===== config.mk =====
export PLATFORM = sky130hd
export DESIGN_NAME = tcw_cursor
export DESIGN_NICKNAME = d
export VERILOG_FILES = /design/src/sv/tcw_pkg.sv /design/src/sv/tcw_cursor.sv
export SDC_FILE = /design/constraint.sdc
export NUM_CORES = 1
export LEC_CHECK = 0
export ABC_CLOCK_PERIOD_IN_PS = 10600
export BUFFER_PORTS_ARGS = -buffer_cell sky130_fd_sc_hd__buf_2
export CELL_PAD_IN_SITES_DETAIL_PLACEMENT = 0
export CELL_PAD_IN_SITES_GLOBAL_PLACEMENT = 2
export CORE_ASPECT_RATIO = 0.8
export CORE_MARGIN = 1
export CORE_UTILIZATION = 32
export DETAILED_ROUTE_END_ITERATION = 16
export GPL_TIMING_DRIVEN = 0
export PLACE_DENSITY_LB_ADDON = 0.1
export SYNTH_ARGS = -nofsm -noshare
export SYNTH_HDL_FRONTEND = slang
export SYNTH_SLANG_ARGS = --single-unit

===== constraint.sdc =====
create_clock -name vclk -period 10.6
set_input_delay 2.12 -clock vclk [all_inputs]
set_output_delay 2.12 -clock vclk [all_outputs]
set_load 0.02 [all_outputs]

===== src/sv/tcw_pkg.sv =====
// Shared types and constants for the text console writer.
package tcw_pkg;

	typedef enum logic [1:0] {
		CMD_PRINT = 2'd0,
		CMD_CLEAR = 2'd1,
		CMD_READ  = 2'd2
	} cmd_t;

	localparam logic [7:0] CHAR_BS    = 8'd8;
	localparam logic [7:0] CHAR_TAB   = 8'd9;
	localparam logic [7:0] CHAR_LF    = 8'd10;
	localparam logic [7:0] CHAR_CR    = 8'd13;
	localparam logic [7:0] SPACE_CHAR = 8'h20;

	localparam logic [7:0] BLANK_ATTR_RESET = 8'hF0;
	localparam logic [3:0] COLOR_MASK       = 4'hF;

	// Side effects of one print character on the cell store.
	typedef struct packed {
		logic write_cell;
		logic scroll;
	} print_flags_t;

endpackage


===== src/sv/tcw_cursor.sv =====
// Next cursor position for one print character, with wrap and scroll detection.
module tcw_cursor #(
	parameter int COLUMNS = 80,
	parameter int ROWS    = 25,
	parameter int CW      = $clog2(COLUMNS),
	parameter int RW      = $clog2(ROWS)
) (
	input  logic [CW-1:0]             col,
	input  logic [RW-1:0]             row,
	input  logic [7:0]                char_code,
	output logic [CW-1:0]             col_next,
	output logic [RW-1:0]             row_next,
	output tcw_pkg::print_flags_t     flags
);

	// Room for a tab past the last column and for one row past the last.
	localparam int CXW = $clog2(COLUMNS + 8);
	localparam int RXW = $clog2(ROWS + 1);

	logic [CXW-1:0] c;
	logic [RXW-1:0] r;

	always_comb begin
		c     = CXW'(col);
		r     = RXW'(row);
		flags = '0;
		case (char_code)
			tcw_pkg::CHAR_BS: begin
				if (col == '0) begin
					c = CXW'(COLUMNS - 1);
					if (row != '0) begin
						r = r - RXW'(1);
					end
				end else begin
					c = c - CXW'(1);
				end
			end
			tcw_pkg::CHAR_TAB: begin
				c = (c + CXW'(8)) & ~CXW'(7);
			end
			tcw_pkg::CHAR_CR: begin
				c = '0;
			end
			tcw_pkg::CHAR_LF: begin
				c = '0;
				r = r + RXW'(1);
			end
			default: begin
				flags.write_cell = 1'b1;
				c = c + CXW'(1);
			end
		endcase
		if (c >= CXW'(COLUMNS)) begin
			c = '0;
			r = r + RXW'(1);
		end
		if (r >= RXW'(ROWS)) begin
			r = RXW'(ROWS - 1);
			flags.scroll = 1'b1;
		end
		col_next = CW'(c);
		row_next = RW'(r);
	end

endmodule


==> impl_metrics.ini <==
[setup_path]
cp_max_fo = 7
path_cells = buf_2 -> inv_1 -> ha_1 -> or4b_1 -> buf_2 -> or3_1 -> clkbuf_1 -> a211oi_1 -> nor2_1 -> ha_1 -> or3_1 -> a2111oi_2 -> a2111oi_4 -> a221oi_1 -> buf_2
crit_required_ns = 8.48
cp.arrival_ns = 5.70
cp-start-kind = input port
end_kind = primary output
worst_path_max_delay_cell = a2111oi_2
slowest_delay_ns = 0.48
cp_top_family = simple AND/OR/NAND/NOR gates
path_class = in2out
worst_path_most_repeated_cell = buf_2
path_buf_inv = 5

[synthesis]
synth_top_family_by_area = simple AND/OR/NAND/NOR gates
netlist_top_cells_area = ha_1 (9.7%), nor2_1 (6.1%), a21oi_1 (4.7%)
syn_inst = 171
netlist.top_cell.by_area = ha_1
ys_seq_area_frac = 0
synth_compound_area_frac = 0.348
synth_area_per_cell_um2 = 6.80
ys_warn_count = 0
synth.distinct_cells = 56
syn_nets = 200
synthAdderAreaFrac = 0.0969
synth_simple_gate_area_frac = 0.417
synth_top_area_frac = 0.0969
synth_xor_area_frac = 0.0527
synthMuxAreaShare = 0.0172
syn-cell-area_um2 = 1160

[die]
die_w_um = 69.4
initial_core_util = 0.337
die-area_um2 = 3880
num_io_pins = 34
row_count = 19
coreArea_um2 = 3450
fp.dieH_um = 55.9

[sta]
relSlewSlack = 0.466
finalHoldViolations = 0
tightest_slew_ns = 0.795
max_freq_ghz = 0.128
fin_crit_sh = 0.738
finalMaxSlewViolations = 0
fin_tns_setup_ns = 0
worst_hold_slack_ns = 4.74
rsz0062_at_grt = no
setup_violations = 0
period_minus_slack_ns = 7.82

[cells_and_area]
antenna_cells = 0
fin_nets = 232
clockBufferCount = 0
final_common_cell = buf_2
drive_gt1_frac = 0.239
area_growth_pct = 17.4
mostFrequentLayoutCells = buf_2 (31), nor2_1 (19), nand2_1 (11), a21oi_1 (11), nor3_1 (10)
regArea_um2 = 0
flops_and_latches = 0

[route]
drtAntennaViolNets = 0
avgRoutedWirePerCell_um = 14.5
vias = 1393
first_pass_iters = 4
drc = 0
drt_iter0_drc = 79
wirelength_um = 3540
viasPerCell = 5.73

[grt]
grt_max_degree = 11
antenna_found_initial = 0
grt_overflow = 0
grt_pass1_wl_um = 6020
grt_pass1_vias = 1213
track_usage = 0.185

[clock_tree]
cts_hold_buffers = 0
cts.repair.resized = 0
postCtsSetupRepairBufs = 0

[min_path]
min_path_type = in2out
hold_path_depth = 5
hp-start = col[0]
min_to = col_next[0]

[placed_design]
port-buffer-count = 30
place_congestion = 0.826
dpl.hpwl_um = 2900

[power]
p_leak_nw = 0.518
p_per_area_nw_per_um2 = 39.7
ir_worst_vdd_v = 0.0000111

[flow_run]
drv_cap = 0

[status]
status = completed
power breakdown:
group          internal [mW]  leakage [nW]  total [mW]  switching, mW
Sequential                 0             0           0              0
Combinational         0.0204         0.518      0.0542         0.0337
Clock                      0             0           0              0
cell families (layout without fill, tap and decap cells):
group,after synthesis,after routing
AOI/OAI and AO/OA,49,49
adders and majority gates,9,9
and+or+nand+nor,83,83
xor gates and xnor gates,7,7
buffers and inverters,21,51
muxes,2,2
through the flow:
step           setup WS [ns]  power [mW]  instance area (µm²)   util  cells
2_1_floorplan           3.03      0.0370                 1160      -    171
3_3_place_gp            2.78      0.0535                 1370  0.396    243
3_5_place_dp            2.76      0.0538                 1370  0.396    243
4_1_cts                 2.75      0.0541                 1370  0.396    243
5_1_grt                 2.43      0.0595                 1370  0.396    243
6_report                2.78      0.0542                 1370  0.396    243
layer usage:
layer / GRT usage / vias to the layer above / routed length [µm]
met2: 0.259 / 28 / 1400
met5: 0 / - / 0
met1: 0.316 / 650 / 2020
met4: 0.00583 / 0 / 12
met3: 0.00725 / 2 / 104
li1: - / 713 / -
cells in the mapped netlist, types with 3 or more instances:
master	count
a21oi_1	11
and2_1	3
and3_1	3
clkbuf_1	9
ha_1	9
inv_1	9
nand2_1	11
nand3_1	3
nand4_1	3
nor2_1	19
nor3_1	10
nor4_1	5
o21a_1	3
o21ai_0	4
o22ai_1	4
o31a_1	4
or2_2	3
or3_1	4
xnor2_1	6
area by class of cell:
cell class / instances / area, µm²
Multi-Input combinational cell: 150 / 1080
Tap cell: 42 / 52.6
Fill cell: 382 / 2080
Timing Repair Buffer: 30 / 150
Inverter: 11 / 41.3
Buffer: 10 / 38.8
how the worst max path moves through the flow:
| stage | slack [ns] | endpoint | startpoint | cells after the start |
|---|---|---|---|---|
| 2_1_floorplan | 3.03 | row_next[1] | col[0] | 13 |
| 3_3_place_gp | 2.78 | row_next[1] | col[0] | 15 |
| 3_5_place_dp | 2.76 | row_next[1] | col[0] | 15 |
| 4_1_cts | 2.75 | row_next[1] | col[0] | 15 |
| 5_1_grt | 2.43 | row_next[1] | col[0] | 15 |
| 6_report | 2.78 | row_next[1] | col[0] | 15 |
(Power assumes the default switching activity.)
